==> config.mk <==
export PLATFORM = sky130hd
export DESIGN_NAME = node_record_bit_stuffing_packer_unit
export DESIGN_NICKNAME = d
export VERILOG_FILES = /design/src/sv/nrbsp_pkg.sv /design/src/sv/nrbsp_seq.sv /design/src/sv/nrbsp_pack.sv /design/src/sv/node_record_bit_stuffing_packer_unit.sv
export VERILOG_INCLUDE_DIRS = /design/src /design/src/sv
export SDC_FILE = /design/constraint.sdc
export NUM_CORES = 1
export LEC_CHECK = 0
export BUFFER_PORTS_ARGS = -buffer_cell sky130_fd_sc_hd__buf_4
export CORE_ASPECT_RATIO = 1.2
export CORE_MARGIN = 4
export CORE_UTILIZATION = 30
export DETAILED_ROUTE_END_ITERATION = 10
export GPL_TIMING_DRIVEN = 0
export PLACE_DENSITY_LB_ADDON = 0.05
export SYNTH_ARGS = -nofsm -noshare
export SYNTH_HDL_FRONTEND = slang
export SYNTH_SLANG_ARGS = --single-unit
==> constraint.sdc <==
create_clock -name i_clk -period 10 [get_ports i_clk]
set_clock_uncertainty 0.2 [all_clocks]
set_input_delay 0.5 -clock i_clk [delete_from_list [all_inputs] [get_ports i_clk]]
set_output_delay 0.5 -clock i_clk [all_outputs]
set_load 0.02 [all_outputs]
==> src/sv/node_record_bit_stuffing_packer_unit_macros.svh <==
// Assertion macros used by the node record packer's byte packer module.
`ifndef NODE_RECORD_BIT_STUFFING_PACKER_UNIT_MACROS_SVH
`define NODE_RECORD_BIT_STUFFING_PACKER_UNIT_MACROS_SVH

// Same-cycle implication, checked on every rising edge outside reset.
`define NRBSP_ASSERT_NOW(label, ante, cons, msg) \
    label: assert property (@(posedge i_clk) disable iff (!i_rst_n) (ante) |-> (cons)) \
        else $error(msg);

// Next-cycle implication, checked on every rising edge outside reset.
`define NRBSP_ASSERT_NEXT(label, ante, cons, msg) \
    label: assert property (@(posedge i_clk) disable iff (!i_rst_n) (ante) |=> (cons)) \
        else $error(msg);

`endif

==> src/sv/nrbsp_pkg.sv <==
// Shared types, constants and helpers for the node record bit stuffing packer.
package nrbsp_pkg;

    // Significant width of the count field.
    localparam int CountWidth = 32;
    // A one is stuffed after this many zeros in a row.
    localparam int StuffRun   = 3;
    // Zero bits that close every record.
    localparam int TermZeros  = 4;
    localparam int ByteBits   = 8;
    localparam int BranchBits = 3;
    localparam int CodeBits   = 2;

    localparam int IdxW  = $clog2(TermZeros);
    localparam int ZrunW = $clog2(StuffRun);
    localparam int LenW  = $clog2(ByteBits);

    typedef logic [CountWidth-1:0] t_count;
    typedef logic [IdxW-1:0]       t_idx;
    typedef logic [ZrunW-1:0]      t_zrun;
    typedef logic [LenW-1:0]       t_len;
    typedef logic [ByteBits-1:0]   t_byte;
    typedef logic [ByteBits-2:0]   t_acc;
    typedef logic [BranchBits-1:0] t_branch;
    typedef logic [CodeBits-1:0]   t_code;

    // Record sequencer states.
    typedef enum logic [2:0] {
        S_IDLE,
        S_BRANCH,
        S_CODE,
        S_COUNT,
        S_STUFF,
        S_TERM,
        S_END,
        S_FLUSH
    } t_state;

    // What the sequencer hands the byte packer in one cycle.
    typedef enum logic [1:0] {
        CMD_BIT,
        CMD_END,
        CMD_FLUSH
    } t_cmd_kind;

    typedef struct packed {
        logic      valid;
        t_cmd_kind kind;
        logic      bit_val;
        logic      bad;
    } t_pk_cmd;

    // Base letter to 2-bit code; anything unknown maps to the T code.
    function automatic t_code base_code(input logic [7:0] ch);
        t_code code;
        case (ch)
            8'h41, 8'h61: code = 2'd0;
            8'h43, 8'h63: code = 2'd1;
            8'h47, 8'h67: code = 2'd2;
            default:      code = 2'd3;
        endcase
        return code;
    endfunction

endpackage

==> src/sv/nrbsp_seq.sv <==
// Record sequencer: walks one record out as a bit stream, one bit per cycle while the packer accepts it.
module nrbsp_seq (
    input  logic                i_clk,
    input  logic                i_rst_n,
    input  logic                i_s_valid,
    output logic                o_s_ready,
    input  logic                i_req_type,
    input  nrbsp_pkg::t_branch  i_branch,
    input  logic [7:0]          i_label,
    input  logic [31:0]         i_count,
    output nrbsp_pkg::t_pk_cmd  o_cmd,
    input  logic                i_cmd_ready
);

    nrbsp_pkg::t_state  r_state, n_state;
    nrbsp_pkg::t_branch r_br;
    nrbsp_pkg::t_code   r_code;
    nrbsp_pkg::t_count  r_cnt;
    nrbsp_pkg::t_idx    r_idx;
    nrbsp_pkg::t_zrun   r_zeros;
    logic               r_bad;

    nrbsp_pkg::t_count  w_masked;
    nrbsp_pkg::t_count  w_cnt_shr;
    logic               w_step;
    logic               w_zrun_hit;

    assign w_masked   = nrbsp_pkg::t_count'(i_count);
    assign w_cnt_shr  = r_cnt >> 1;
    assign w_step     = o_cmd.valid && i_cmd_ready;
    // Current count bit is a zero that completes a run
    assign w_zrun_hit = !r_cnt[0] &&
                        (r_zeros == nrbsp_pkg::t_zrun'(nrbsp_pkg::StuffRun - 1));

    // Next state
    always_comb begin
        n_state = r_state;
        case (r_state)
            nrbsp_pkg::S_IDLE: begin
                if (i_s_valid) begin
                    n_state = i_req_type ? nrbsp_pkg::S_FLUSH : nrbsp_pkg::S_BRANCH;
                end
            end
            nrbsp_pkg::S_BRANCH: begin
                if (i_cmd_ready &&
                    r_idx == nrbsp_pkg::t_idx'(nrbsp_pkg::BranchBits - 1)) begin
                    n_state = nrbsp_pkg::S_CODE;
                end
            end
            nrbsp_pkg::S_CODE: begin
                if (i_cmd_ready &&
                    r_idx == nrbsp_pkg::t_idx'(nrbsp_pkg::CodeBits - 1)) begin
                    n_state = nrbsp_pkg::S_COUNT;
                end
            end
            nrbsp_pkg::S_COUNT: begin
                if (i_cmd_ready) begin
                    if (w_zrun_hit) begin
                        n_state = nrbsp_pkg::S_STUFF;
                    end else if (w_cnt_shr == '0) begin
                        n_state = nrbsp_pkg::S_TERM;
                    end
                end
            end
            nrbsp_pkg::S_STUFF: begin
                // the top count bit is a one, so count bits always follow a stuff
                if (i_cmd_ready) begin
                    n_state = nrbsp_pkg::S_COUNT;
                end
            end
            nrbsp_pkg::S_TERM: begin
                if (i_cmd_ready &&
                    r_idx == nrbsp_pkg::t_idx'(nrbsp_pkg::TermZeros - 1)) begin
                    n_state = nrbsp_pkg::S_END;
                end
            end
            nrbsp_pkg::S_END, nrbsp_pkg::S_FLUSH: begin
                if (i_cmd_ready) begin
                    n_state = nrbsp_pkg::S_IDLE;
                end
            end
            default: n_state = nrbsp_pkg::S_IDLE;
        endcase
    end

    // Outputs
    always_comb begin
        o_s_ready     = 1'b0;
        o_cmd.valid   = 1'b1;
        o_cmd.kind    = nrbsp_pkg::CMD_BIT;
        o_cmd.bit_val = 1'b0;
        o_cmd.bad     = r_bad;
        case (r_state)
            nrbsp_pkg::S_IDLE: begin
                o_s_ready   = 1'b1;
                o_cmd.valid = 1'b0;
            end
            nrbsp_pkg::S_BRANCH: o_cmd.bit_val = r_br[0];
            nrbsp_pkg::S_CODE:   o_cmd.bit_val = r_code[0];
            nrbsp_pkg::S_COUNT:  o_cmd.bit_val = r_cnt[0];
            nrbsp_pkg::S_STUFF:  o_cmd.bit_val = 1'b1;
            nrbsp_pkg::S_TERM:   o_cmd.bit_val = 1'b0;
            nrbsp_pkg::S_END:    o_cmd.kind    = nrbsp_pkg::CMD_END;
            nrbsp_pkg::S_FLUSH: begin
                o_cmd.kind = nrbsp_pkg::CMD_FLUSH;
                o_cmd.bad  = 1'b0;
            end
            default:             o_cmd.valid   = 1'b0;
        endcase
    end

    // State register
    always_ff @(posedge i_clk) begin
        if (!i_rst_n) begin
            r_state <= nrbsp_pkg::S_IDLE;
        end else begin
            r_state <= n_state;
        end
    end

    // Field shift registers and step counters
    always_ff @(posedge i_clk) begin
        if (r_state == nrbsp_pkg::S_IDLE) begin
            if (i_s_valid) begin
                r_br    <= i_branch;
                r_code  <= nrbsp_pkg::base_code(i_label);
                r_idx   <= '0;
                r_zeros <= '0;
                // a zero count goes out as one and is flagged
                if (w_masked == '0) begin
                    r_cnt <= nrbsp_pkg::t_count'(1);
                    r_bad <= 1'b1;
                end else begin
                    r_cnt <= w_masked;
                    r_bad <= 1'b0;
                end
            end
        end else if (w_step) begin
            r_idx <= (n_state != r_state) ? '0 : r_idx + 1'b1;
            case (r_state)
                nrbsp_pkg::S_BRANCH: r_br   <= r_br >> 1;
                nrbsp_pkg::S_CODE:   r_code <= r_code >> 1;
                nrbsp_pkg::S_COUNT: begin
                    r_cnt   <= w_cnt_shr;
                    r_zeros <= (r_cnt[0] || w_zrun_hit) ? '0 : r_zeros + 1'b1;
                end
                default: r_zeros <= r_zeros;
            endcase
        end
    end

endmodule

==> src/sv/nrbsp_pack.sv <==
// Byte packer: gathers stream bits MSB first, holds the newest byte, drives the output register.
`include "node_record_bit_stuffing_packer_unit_macros.svh"

module nrbsp_pack (
    input  logic                i_clk,
    input  logic                i_rst_n,
    input  nrbsp_pkg::t_pk_cmd  i_cmd,
    output logic                o_cmd_ready,
    output logic                o_m_valid,
    input  logic                i_m_ready,
    output nrbsp_pkg::t_byte    o_m_byte,
    output logic                o_m_last,
    output logic                o_m_bad
);

    localparam nrbsp_pkg::t_len LenFull = nrbsp_pkg::t_len'(nrbsp_pkg::ByteBits - 1);

    nrbsp_pkg::t_acc  r_acc, n_acc;
    nrbsp_pkg::t_len  r_len, n_len;
    logic             r_hold_vld, n_hold_vld;
    nrbsp_pkg::t_byte r_hold_byte, n_hold_byte;
    logic             r_hold_bad, n_hold_bad;
    logic             r_out_vld, n_out_vld;
    nrbsp_pkg::t_byte r_out_byte, n_out_byte;
    logic             r_out_last, n_out_last;
    logic             r_out_bad, n_out_bad;

    logic               w_out_free;
    logic               w_fire;
    nrbsp_pkg::t_byte   w_full_byte;
    nrbsp_pkg::t_byte   w_flush_byte;
    logic [nrbsp_pkg::LenW:0] w_pad_shift;

    assign w_out_free   = !r_out_vld || i_m_ready;
    assign w_full_byte  = {r_acc, i_cmd.bit_val};
    assign w_pad_shift  = (nrbsp_pkg::LenW + 1)'(nrbsp_pkg::ByteBits) - {1'b0, r_len};
    assign w_flush_byte = {1'b0, r_acc} << w_pad_shift;

    // A request stalls only when it must move a byte into a busy output register
    always_comb begin
        case (i_cmd.kind)
            nrbsp_pkg::CMD_BIT:   o_cmd_ready = !(r_len == LenFull && r_hold_vld) || w_out_free;
            nrbsp_pkg::CMD_END:   o_cmd_ready = !r_hold_vld || w_out_free;
            nrbsp_pkg::CMD_FLUSH: o_cmd_ready = (r_len == '0) || w_out_free;
            default:              o_cmd_ready = 1'b1;
        endcase
    end

    assign w_fire = i_cmd.valid && o_cmd_ready;

    // Next values of accumulator, hold stage and output register
    always_comb begin
        n_acc       = r_acc;
        n_len       = r_len;
        n_hold_vld  = r_hold_vld;
        n_hold_byte = r_hold_byte;
        n_hold_bad  = r_hold_bad;
        n_out_vld   = r_out_vld && !i_m_ready;
        n_out_byte  = r_out_byte;
        n_out_last  = r_out_last;
        n_out_bad   = r_out_bad;
        if (w_fire) begin
            case (i_cmd.kind)
                nrbsp_pkg::CMD_BIT: begin
                    if (r_len == LenFull) begin
                        // byte complete: older held byte goes out, not the last one
                        n_acc       = '0;
                        n_len       = '0;
                        n_hold_vld  = 1'b1;
                        n_hold_byte = w_full_byte;
                        n_hold_bad  = i_cmd.bad;
                        if (r_hold_vld) begin
                            n_out_vld  = 1'b1;
                            n_out_byte = r_hold_byte;
                            n_out_last = 1'b0;
                            n_out_bad  = r_hold_bad;
                        end
                    end else begin
                        n_acc = {r_acc[nrbsp_pkg::ByteBits-3:0], i_cmd.bit_val};
                        n_len = r_len + 1'b1;
                    end
                end
                nrbsp_pkg::CMD_END: begin
                    // final byte of the record is marked last
                    if (r_hold_vld) begin
                        n_out_vld  = 1'b1;
                        n_out_byte = r_hold_byte;
                        n_out_last = 1'b1;
                        n_out_bad  = r_hold_bad;
                        n_hold_vld = 1'b0;
                    end
                end
                nrbsp_pkg::CMD_FLUSH: begin
                    if (r_len != '0) begin
                        n_out_vld  = 1'b1;
                        n_out_byte = w_flush_byte;
                        n_out_last = 1'b1;
                        n_out_bad  = 1'b0;
                        n_acc      = '0;
                        n_len      = '0;
                    end
                end
                default: n_len = r_len;
            endcase
        end
    end

    // Control registers
    always_ff @(posedge i_clk) begin
        if (!i_rst_n) begin
            r_acc      <= '0;
            r_len      <= '0;
            r_hold_vld <= 1'b0;
            r_out_vld  <= 1'b0;
        end else begin
            r_acc      <= n_acc;
            r_len      <= n_len;
            r_hold_vld <= n_hold_vld;
            r_out_vld  <= n_out_vld;
        end
    end

    // Payload registers
    always_ff @(posedge i_clk) begin
        r_hold_byte <= n_hold_byte;
        r_hold_bad  <= n_hold_bad;
        r_out_byte  <= n_out_byte;
        r_out_last  <= n_out_last;
        r_out_bad   <= n_out_bad;
    end

    assign o_m_valid = r_out_vld;
    assign o_m_byte  = r_out_byte;
    assign o_m_last  = r_out_last;
    assign o_m_bad   = r_out_bad;

    // Checks
    `NRBSP_ASSERT_NEXT(a_byte_held, w_fire && i_cmd.kind == nrbsp_pkg::CMD_BIT && r_len == LenFull, r_hold_vld && r_len == '0, "completed byte not held")
    `NRBSP_ASSERT_NEXT(a_end_drains, w_fire && i_cmd.kind == nrbsp_pkg::CMD_END, !r_hold_vld, "hold stage not drained at record end")
    `NRBSP_ASSERT_NEXT(a_flush_out, w_fire && i_cmd.kind == nrbsp_pkg::CMD_FLUSH && r_len != '0, r_out_vld && r_out_last && r_len == '0, "flush byte not issued")
    `NRBSP_ASSERT_NOW(a_flush_empty_hold, i_cmd.valid && i_cmd.kind == nrbsp_pkg::CMD_FLUSH, !r_hold_vld, "flush with a held byte")

endmodule

==> src/sv/node_record_bit_stuffing_packer_unit.sv <==
// Top level of the node record bit stuffing packer.
// Each encode request sends its record one bit per clock unless the byte packer stalls: 3
// branch bits, 2 base code bits, the count's significant bits with a one stuffed after every
// third zero in a row, then four zeros; bytes go out MSB first. For a 32-bit count the count
// bits plus stuffed ones number at most 42. A new request is taken only when the sequencer
// is idle again. Output back pressure stalls the stream only when a completed byte waits on
// the output register. A zero count is sent as one and flagged in m_axis_tuser.
module node_record_bit_stuffing_packer_unit (
    input  logic        i_clk,
    input  logic        i_rst_n,
    input  logic        s_axis_tvalid,
    output logic        s_axis_tready,
    // [2:0] branch_count, [10:3] label_char, [42:11] count_value, [47:43] zero
    input  logic [47:0] s_axis_tdata,
    // [0] req_type
    input  logic        s_axis_tuser,
    output logic        m_axis_tvalid,
    input  logic        m_axis_tready,
    // [7:0] out_byte
    output logic [7:0]  m_axis_tdata,
    // [0] bad_count
    output logic        m_axis_tuser,
    output logic        m_axis_tlast
);

    nrbsp_pkg::t_pk_cmd w_cmd;
    logic               w_cmd_ready;

    // Record sequencer
    nrbsp_seq u_seq (
        .i_clk       (i_clk),
        .i_rst_n     (i_rst_n),
        .i_s_valid   (s_axis_tvalid),
        .o_s_ready   (s_axis_tready),
        .i_req_type  (s_axis_tuser),
        .i_branch    (s_axis_tdata[2:0]),
        .i_label     (s_axis_tdata[10:3]),
        .i_count     (s_axis_tdata[42:11]),
        .o_cmd       (w_cmd),
        .i_cmd_ready (w_cmd_ready)
    );

    // Byte packer and output register
    nrbsp_pack u_pack (
        .i_clk       (i_clk),
        .i_rst_n     (i_rst_n),
        .i_cmd       (w_cmd),
        .o_cmd_ready (w_cmd_ready),
        .o_m_valid   (m_axis_tvalid),
        .i_m_ready   (m_axis_tready),
        .o_m_byte    (m_axis_tdata),
        .o_m_last    (m_axis_tlast),
        .o_m_bad     (m_axis_tuser)
    );

endmodule
==> results of run 1 <==
[cell families (layout without fill, tap and decap cells)]
family,Yosys count,in the layout,share of synthesized area [%]
multiplexers,9,9,2.28
buffers and inverters,39,113,4.26
flip-flops,76,76,51.9
adder cells (fa/ha/maj),13,13,3.96
XOR/XNOR,2,2,0.426
AO/OA/AOI/OAI,79,79,13.6
AND/OR/NAND/NOR,209,209,23.6
[Yosys cell counts, drive strengths merged (5+ instances only)]
| master | count | area share [%] |
|---|---|---|
| nand2 | 121 | 11 |
| edfxtp | 61 | 45 |
| nor2 | 29 | 2.7 |
| a21oi | 19 | 2.5 |
| inv | 19 | 1.7 |
| nor4 | 17 | 2.6 |
| o21ai | 17 | 2.1 |
| dfxtp | 15 | 7.3 |
| ha | 13 | 4.0 |
| a31oi | 11 | 1.7 |
| clkbuf | 10 | 0.91 |
| buf | 9 | 1.5 |
| nand3 | 7 | 1.1 |
| nor2b | 7 | 1.1 |
| mux2i | 6 | 1.5 |
| and2 | 5 | 0.82 |
| nand4 | 5 | 0.76 |
| nor3 | 5 | 0.61 |
| o2bb2ai | 5 | 1.1 |
[stage by stage]
stage	hold slack (ps)	worst slack, ps	cells	utilization [%]
after floorplan	219	5220	427	-
after global placement	251	3710	653	35.8
after detailed placement	252	5980	654	36.1
after CTS	210	5970	669	38.0
after global routing	219	5750	669	38.0
final	226	6070	669	38.0
[sequential cells by signal (all words and copies together), names as in the netlist]
signal	cells
u_seq.r_idx	2
u_pack.r_hold_byte	8
u_pack.o_m_byte	8
u_pack.o_m_valid	1
u_seq.r_cnt	32
u_pack.r_hold_bad	1
u_seq.r_state	3
u_seq.r_bad	1
u_seq.r_code	2
u_pack.o_m_bad	1
u_pack.r_len	3
u_pack.o_m_last	1
u_seq.r_zeros	2
u_seq.r_br	3
u_pack.r_acc	7
u_pack.r_hold_vld	1
[area by class of cell]
type | instances | area, µm² | share of cell area, %
Sequential cell | 76 | 2130 | 42.2
Clock inverter | 6 | 32.5 | 0.644
Clock buffer | 9 | 225 | 4.46
Timing Repair Buffer | 59 | 463 | 9.17
Buffer | 19 | 100 | 1.98
Multi-Input combinational cell | 312 | 1810 | 35.9
Inverter | 20 | 75.1 | 1.49
Tap cell | 168 | 210 | 4.16
[per-layer routing]
metal / wire (µm) / vias to the layer above
li1: - / 1678
met1: 4680 / 1600
met2: 5200 / 77
met3: 458 / 17
met4: 222 / 0
met5: 0 / -
[final timing paths]
| path | from | depth (start not counted) | slack, ps | to |
|---|---|---|---|---|
| max reg2reg | u_seq.r_state[2] | 10 | 6070 | u_pack.o_m_byte[3] |
| min | s_axis_tdata[39] | 3 | 230 | u_seq.r_cnt[28] |
| min reg2reg | u_pack.r_acc[6] | 0 | 270 | u_pack.r_hold_byte[7] |
| max | u_seq.r_state[2] | 10 | 6070 | u_pack.o_m_byte[3] |
[power groups by stage]
stage	sequential (mW)	clock (mW)	combinational [mW]
floorplan	0.570	0	0.490
global placement	0.595	0	0.665
detailed placement	0.587	0	0.687
CTS	0.581	0.304	0.690
global route	0.594	0.319	0.775
finish	0.580	0.293	0.680
[worst max-delay path, delay by kind of cell, from the launching register on]
kind,cells,cell delay [ps]
AND/OR/NAND/NOR,4,790
buffers and inverters,2,450
flip-flops,1,300
AO/OA/AOI/OAI,3,1410
adder cells (fa/ha/maj),1,390
==> reports/metrics.csv, run 1 <==
stage,metric,value,unit
clock_network,cts-htree-levels,3,
worst_setup_path,worstSetupEndpointType,register,
sta,finalCritPeriodShare,39.3,%
worst_setup_path,crit_required,9750,ps
yosys,syn_avg_cell_area,9.62,µm²
drt,avgRoutedWirePerCell,15.8,µm
finish,mostFrequentLayoutCell,nand2_1,
sta,tightest_slew,1210,ps
floorplan,num_io_pins,65,
outcome,status,"finished, final reports clean",
sta,max_freq,254,MHz
yosys,ys_seq_elements,76,
global_routing,met1_usage,17.2,%
finish,layout-area-overhead-vs-synth,22.9,%
worst_setup_path,critPathMaxFanout,10,
sta,rsz0062_at_grt,false,
global_routing,grt_pass1_vias,3363,
drt,ant_nets,0,
global_routing,grt_max_degree,23,
yosys,synth_edf_count,61,
yosys,synth-seq-area-share,51.9,%
floorplan,initial_core_util,30.9,%
run,drv_cap,0,
power_and_ir_drop,seqPwrFrac,37.3,%
yosys,yosysWarningCount,0,
drt,num_vias,3372,
global_routing,grt.overflow.total,0,
global_routing,grtUsageMet2,24.1,%
worst_setup_path,crit_path_top_delay_cell,a21boi_0,
yosys,async_reset_ff_share,0,%
floorplan,die_h,136,µm
global_routing,grt_usage,14.2,%
worst_hold_path,hold_path_class,in2reg,
clock_network,postCtsHoldBufs,0,
yosys,syn_inst,427,
clock_network,cts_resized,0,
sta,drv_slew,0,
placed_design,dpl.hpwl,7990,µm
worst_setup_path,worstPathArrival,3680,ps
yosys,synth_cell_types,59,
yosys,synth_area,0.00411,mm²
clock_network,clk_pin_slew_worst_paths,60,ps
floorplan,die_w,115,µm
sta,finalSetupTns,0,ps
placed_design,placed_area,0.00479,mm²
power_and_ir_drop,combPwrFrac,43.8,%
drt,viasPerCell,5.04,
drt,drt_iter0_drc,169,
sta,period_minus_slack,3930,ps
yosys,syn_nets,493,
worst_setup_path,setup.worst_path.class,reg2reg,
clock_network,cts.sinks,76,
power_and_ir_drop,power_switching,0.634,mW
clock_network,cts_setup_buffers,0,
finish,antenna_cells,0,
floorplan,fp.dieArea,0.0156,mm²
worst_setup_path,start_kind,register,
yosys,synth-main-ff-cell,edfxtp_1,
finish,nNetsFinal,563,
power_and_ir_drop,peakVddDrop,102,µV
power_and_ir_drop,power_density,307,mW/mm²
power_and_ir_drop,p_clk_share,18.8,%
clock_network,clockBufferDepth,2,
floorplan,core,0.0133,mm²
finish,fillers,1357,
global_routing,grt_pass1_wl,17200,µm
drt,drcViolationCount,0,
floorplan,rows,46,
power_and_ir_drop,intPower,0.919,mW
sta,slew-limit-headroom,18.9,%
worst_setup_path,crit_chain,buf_2 > buf_2 > nand3_1 > ha_1 > o21ai_1 > o22ai_4 > nand2_2 > nand2_2 > nor4b_4 > a21boi_0,
power_and_ir_drop,swShare,40.8,%
drt,drt_first_pass_iters,4,
global_routing,antenna_found_initial,0,
clock_network,clkLatencyLatePin,340,ps
worst_setup_path,crit_path_max_incr_delay,990,ps
finish,final_cell_mix,"nand2_1 (119), edfxtp_1 (61), buf_4 (58)",
clock_network,cts_tree,done,
placed_design,place_congestion,0.876,
power_and_ir_drop,total_power,1.55,mW
global_routing,top_usage_layer,met2,
placed_design,port_buffers,58,
clock_network,numCtsBuffers,9,
global_routing,use_met3,3.70,%
finish,final_area,0.00505,mm²
finish,drive_gt1_share,20.0,%
sta,hold_viol,0,
power_and_ir_drop,leakagePower,2.04,nW
drt,drt_wl_total,10600,µm
clock_network,cts_root_buf,clkbuf_16,
sta,setup_viol,0,
Power figures use the tool's default switching activity.
==> run 2, diff against run 1 <==
- clock period: 10 -> 4.1 ns (I/O delays scaled with it)
==> reports/metrics.csv, run 2 (synthesized netlist as in run 1, its figures left out) <==
stage,metric,value,unit
worst_setup_path,setup.worst_path.class,reg2reg,
sta,rsz0062_at_grt,false,
clock_network,numCtsBuffers,9,
placed_design,placed_area,0.00479,mm²
worst_setup_path,worstSetupEndpointType,register,
finish,nNetsFinal,599,
sta,period_minus_slack,3650,ps
placed_design,port_buffers,58,
finish,final_cell_mix,"nand2_1 (119), edfxtp_1 (61), buf_4 (58)",
worst_setup_path,rr_startpoint,u_seq.r_state[0],
worst_setup_path,start_kind,register,
global_routing,grt_usage,13.9,%
finish,largest_register,u_seq.r_cnt,
sta,holdWs,32.0,ps
global_routing,grt_max_degree,20,
drt,drt_iter0_drc,132,
global_routing,grt.overflow.total,0,
sta,drv_slew,0,
global_routing,grt_pass1_vias,3415,
worst_setup_path,path_buf_inv,2,
outcome,status,"finished, final reports clean",
sta,finalSetupTns,0,ps
worst_setup_path,crit_chain,buf_2 > inv_1 > nand3_1 > ha_1 > o21ai_1 > o22ai_4 > nand2_2 > nand2_2 > nor4b_4 > a21boi_1,
floorplan,fp.dieArea,0.0156,mm²
finish,largest_reg_flops,32,
finish,antenna_cells,0,
finish,layout-area-overhead-vs-synth,31.8,%
drt,drt_wl_total,10700,µm
worst_setup_path,cpMostUsedCell,nand2_2,
drt,ant_nets,0,
floorplan,initial_core_util,30.9,%
floorplan,die_h,136,µm
worst_setup_path,crit_family,compound AO/OA/AOI/OAI gates,
clock_network,clkLatencyLatePin,330,ps
placed_design,place_congestion,0.865,
drt,avgRoutedWirePerCell,15.1,µm
clock_network,cts_setup_buffers,0,
worst_setup_path,critPathMaxFanout,10,
clock_network,cts-htree-levels,3,
worst_setup_path,crit_path_top_delay_cell,a21boi_1,
floorplan,core,0.0133,mm²
clock_network,clockBufferDepth,2,
power_and_ir_drop,peakVddDrop,345,µV
run,drv_cap,0,
floorplan,rows,46,
power_and_ir_drop,power_density,705,mW/mm²
worst_hold_path,hold_path_class,in2reg,
finish,final_area,0.00542,mm²
global_routing,antenna_found_initial,0,
worst_setup_path,r2r_slack,450,ps
worst_hold_path,worstHoldStart,s_axis_tdata[11],
placed_design,dpl.hpwl,7770,µm
clock_network,clk_pin_slew_worst_paths,60,ps
sta,tightest_slew,956,ps
floorplan,die_w,115,µm
finish,drive_gt1_share,18.4,%
drt,drt_first_pass_iters,5,
clock_network,cts_root_buf,clkbuf_16,
drt,num_vias,3449,
placed_design,dpl.cell_count,654,
worst_setup_path,crit_required,3850,ps
sta,max_freq,274,MHz
drt,viasPerCell,4.89,
worst_setup_path,worstPathArrival,3400,ps
finish,post-route-util,40.7,%
sta,setup_viol,0,
drt,drcViolationCount,0,
sta,slew-limit-headroom,34.6,%
global_routing,grt_pass1_wl,17100,µm
worst_hold_path,holdPathStages,3,
clock_network,cts.sinks,76,
sta,hold_viol,0,
power_and_ir_drop,leakagePower,2.20,nW
worst_setup_path,crit_path_max_incr_delay,710,ps
finish,mostFrequentLayoutCell,nand2_1,
sta,finalCritPeriodShare,89.1,%
floorplan,num_io_pins,65,
finish,finalNonFillerCells,706,
clock_network,cts_tree,done,
worst_hold_path,hold_end,u_seq.r_cnt[0],
worst_setup_path,r2r-end,u_pack.o_m_byte[1],
worst_setup_path,rr_worst_depth,10,
## run 2: power by group
group          internal [mW]  switching, mW  leakage [nW]
Sequential              1.26          0.151         0.713
Combinational          0.606           1.09          1.36
Clock                  0.406          0.309         0.125
Total                   2.27           1.55          2.20
## run 2: layer usage
metal	part of all wire, %	vias to the layer above	global-route usage [%]
li1	-	1746	-
met1	44	1617	17.2
met2	51	77	24.5
met3	3.3	9	2.36
met4	1.2	0	4.17
met5	0	-	0
## run 2: area by class of cell
cell class	instances	area [µm²]
clock buffer	11	233
timing repair buffer	95	823
inverter	20	75.1
clock inverter	5	28.8
fill	1321	7880
multi-input combinational	312	1810
buffer	19	100
tap	168	210
sequential	76	2130
## run 2: through the flow
step	power (mW)	setup slack [ps]
2_1_floorplan	2.58	240
4_1_cts	3.86	43.8
6_report	3.82	448
3_5_place_dp	3.11	66.0
3_3_place_gp	3.06	-893
5_1_grt	4.12	177
## run 2: worst max path at each step
stage | end | cells after the start | slack [ps] | from
2_1_floorplan | u_seq.r_cnt[0] | 9 | 240 | u_seq.r_state[2]
3_3_place_gp | u_seq.r_cnt[11] | 9 | -890 | u_seq.r_state[0]
3_5_place_dp | u_pack.o_m_byte[7] | 10 | 70 | u_seq.r_state[0]
4_1_cts | u_pack.o_m_byte[1] | 10 | 40 | u_seq.r_state[0]
5_1_grt | u_pack.o_m_byte[1] | 10 | 180 | u_seq.r_state[0]
6_report | u_pack.o_m_byte[1] | 10 | 450 | u_seq.r_state[0]
## run 2: what timing repair did
item | 4_1_cts | 5_1_grt
setup endpoints to repair | 0 | 8
hold buffers | 36 | 0
endpoints found under the hold margin | 37 | 0
resized for setup | 0 | 1
## run 2: worst min-delay path, delay by kind of cell
kind | cells | cell delay, ps
buf+inv | 1 | 100
compound gates | 1 | 90
simple gates | 1 | 70
==> run 3, diff against run 2 <==
- BUFFER_PORTS_ARGS: -buffer_cell sky130_fd_sc_hd__buf_4 -> unset
- CORE_MARGIN: 4 -> 2
- DONT_BUFFER_PORTS: unset -> 1
==> reports/metrics.csv, run 3 (synthesized netlist as in run 1, its figures left out) <==
stage,metric,value,unit
outcome,status,"finished, final reports clean",
worst_setup_path,start_kind,register,
clock_network,clkLatencyLatePin,340,ps
worst_setup_path,worstPathArrival,3400,ps
finish,post-route-util,38.0,%
clock_network,cts_tree,done,
finish,antenna_cells,0,
sta,setup_viol,0,
floorplan,core,0.0133,mm²
floorplan,die_w,111,µm
finish,largest_register,u_seq.r_cnt,
worst_setup_path,setup.worst_path.class,reg2reg,
power_and_ir_drop,power_density,757,mW/mm²
worst_setup_path,path_buf_inv,2,
global_routing,antenna_found_initial,0,
drt,wl_met3,387,µm
placed_design,place_congestion,0.806,
sta,hold_viol,0,
sta,finalSetupTns,0,ps
worst_setup_path,crit_end,u_pack.o_m_byte[0],
drt,num_vias,3266,
worst_setup_path,rr_startpoint,u_seq.r_state[2],
sta,drv_slew,0,
clock_network,cts-htree-levels,3,
clock_network,clockBufferDepth,2,
worst_setup_path,worstSetupPathDepth,10,
finish,finalNonFillerCells,652,
finish,final_cell_mix,"nand2_1 (119), edfxtp_1 (61), dlygate4sd3_1 (40)",
drt,ant_nets,0,
sta,max_freq,275,MHz
finish,nNetsFinal,545,
clock_network,numCtsBuffers,9,
sta,finalCritPeriodShare,88.7,%
power_and_ir_drop,peakVddDrop,269,µV
worst_setup_path,critPathLaunch,u_seq.r_state[2],
drt,wl_met1,4540,µm
drt,avgRoutedWirePerCell,15.9,µm
sta,tightest_slew,1070,ps
floorplan,initial_core_util,30.9,%
worst_setup_path,rr_worst_depth,10,
clock_network,cts_root_buf,clkbuf_16,
finish,fillers,1329,
worst_setup_path,r2r-end,u_pack.o_m_byte[0],
sta,rsz0062_at_grt,false,
global_routing,grt_pass1_vias,3417,
worst_setup_path,critPathMaxFanout,10,
drt,wl_met2,5230,µm
finish,mostFrequentLayoutCell,nand2_1,
drt,drcViolationCount,0,
worst_setup_path,worstSetupEndpointType,register,
floorplan,fp.dieArea,0.0147,mm²
finish,drive_gt1_share,9.09,%
floorplan,die_h,132,µm
drt,viasPerCell,5.01,
placed_design,dpl.hpwl,7440,µm
worst_setup_path,crit_required,3860,ps
placed_design,dpl.cell_count,596,
global_routing,grt_pass1_wl,17100,µm
power_and_ir_drop,leakagePower,1.94,nW
drt,drt_iter0_drc,118,
drt,drt_wl_total,10400,µm
floorplan,num_io_pins,65,
worst_setup_path,crit_path_top_delay_cell,a21boi_1,
global_routing,grt.overflow.total,0,
global_routing,grt_max_degree,19,
finish,layout-area-overhead-vs-synth,22.8,%
worst_setup_path,r2r_slack,460,ps
sta,fin_ws,464,ps
placed_design,dp_slack,110,ps
worst_hold_path,hold_path_class,in2reg,
finish,largest_reg_flops,32,
worst_setup_path,crit_family,compound AO/OA/AOI/OAI gates,
clock_network,cts.sinks,76,
drt,drt_first_pass_iters,4,
finish,final_area,0.00505,mm²
run,drv_cap,0,
sta,period_minus_slack,3640,ps
placed_design,placed_area,0.00436,mm²
drt,maxUsedRoutingLayer,met4,
floorplan,rows,46,
sta,slew-limit-headroom,26.9,%
placed_design,port_buffers,0,
worst_setup_path,crit_chain,buf_2 > buf_2 > nand3_1 > ha_1 > o21ai_1 > o22ai_4 > nand2_2 > nand2_2 > nor4b_4 > a21boi_1,
finish,seq_area,0.00213,mm²
clock_network,clk_pin_slew_worst_paths,60,ps
finish,multi_input_area,0.00181,mm²
worst_setup_path,crit_path_max_incr_delay,710,ps
global_routing,grt_usage,14.6,%
run 3: cell count changes in the layout (fill, tap and decap cells not counted), moves of 2 or more:
cell / previous run / this run
buf_4: 58 / 0
clkbuf_1: 12 / 10
clkbuf_8: 0 / 2
clkinvlp_4: 1 / 3
dlygate4sd3_1: 36 / 40
run 3: worst min-delay path by stage:
| stage | startpoint | endpoint | depth (start not counted) |
|---|---|---|---|
| after floorplan | i_rst_n | u_pack.o_m_valid | 2 |
| after global placement | i_rst_n | u_pack.o_m_valid | 2 |
| after detailed placement | i_rst_n | u_pack.o_m_valid | 2 |
| after CTS | s_axis_tdata[6] | u_seq.r_code[0] | 4 |
| after global routing | s_axis_tdata[25] | u_seq.r_bad | 3 |
| final | s_axis_tdata[5] | u_seq.r_code[0] | 3 |
run 3: layout make-up:
cell class,instances,area share (%)
buffer,19,1.98
tap,168,4.17
inverter,20,1.49
multi-input combinational,312,35.9
clock inverter,5,0.694
timing repair buffer,41,8.48
sequential,76,42.3
clock buffer,11,5.01
run 3: power by group:
part           internal [mW]  leakage [nW]  switching (mW)
logic                  0.567          1.10            1.07
clock network          0.443         0.132           0.330
registers               1.26         0.713           0.158
run 3: worst reg2reg max path, stage by stage (launching register included):
cell	delay, ps
dfxtp_1	310
buf_2	200
buf_2	250
nand3_1	210
ha_1	390
o21ai_1	240
o22ai_4	160
nand2_2	150
nand2_2	130
nor4b_4	310
a21boi_1	710
run 3: layer usage:
metal  up-vias  track usage [%]
met5         -                0
met4         0             5.76
met3        17             3.36
met2        78             25.5
met1      1540             17.4
li1       1631                -
run 3: timing repair:
action / in CTS / in global routing
hold buffers: 40 / 0
buffers inserted: 0 / 0
endpoints found under the hold margin: 43 / 0
setup endpoints to repair: 0 / 8
gates resized for setup: 0 / 1
run 3: metrics by stage:
stage,hold slack [ps],power (mW)
floorplan,141,2.58
global placement,163,3.01
detailed placement,156,3.05
CTS,20.4,3.87
global route,32.9,4.14
finish,28.7,3.82
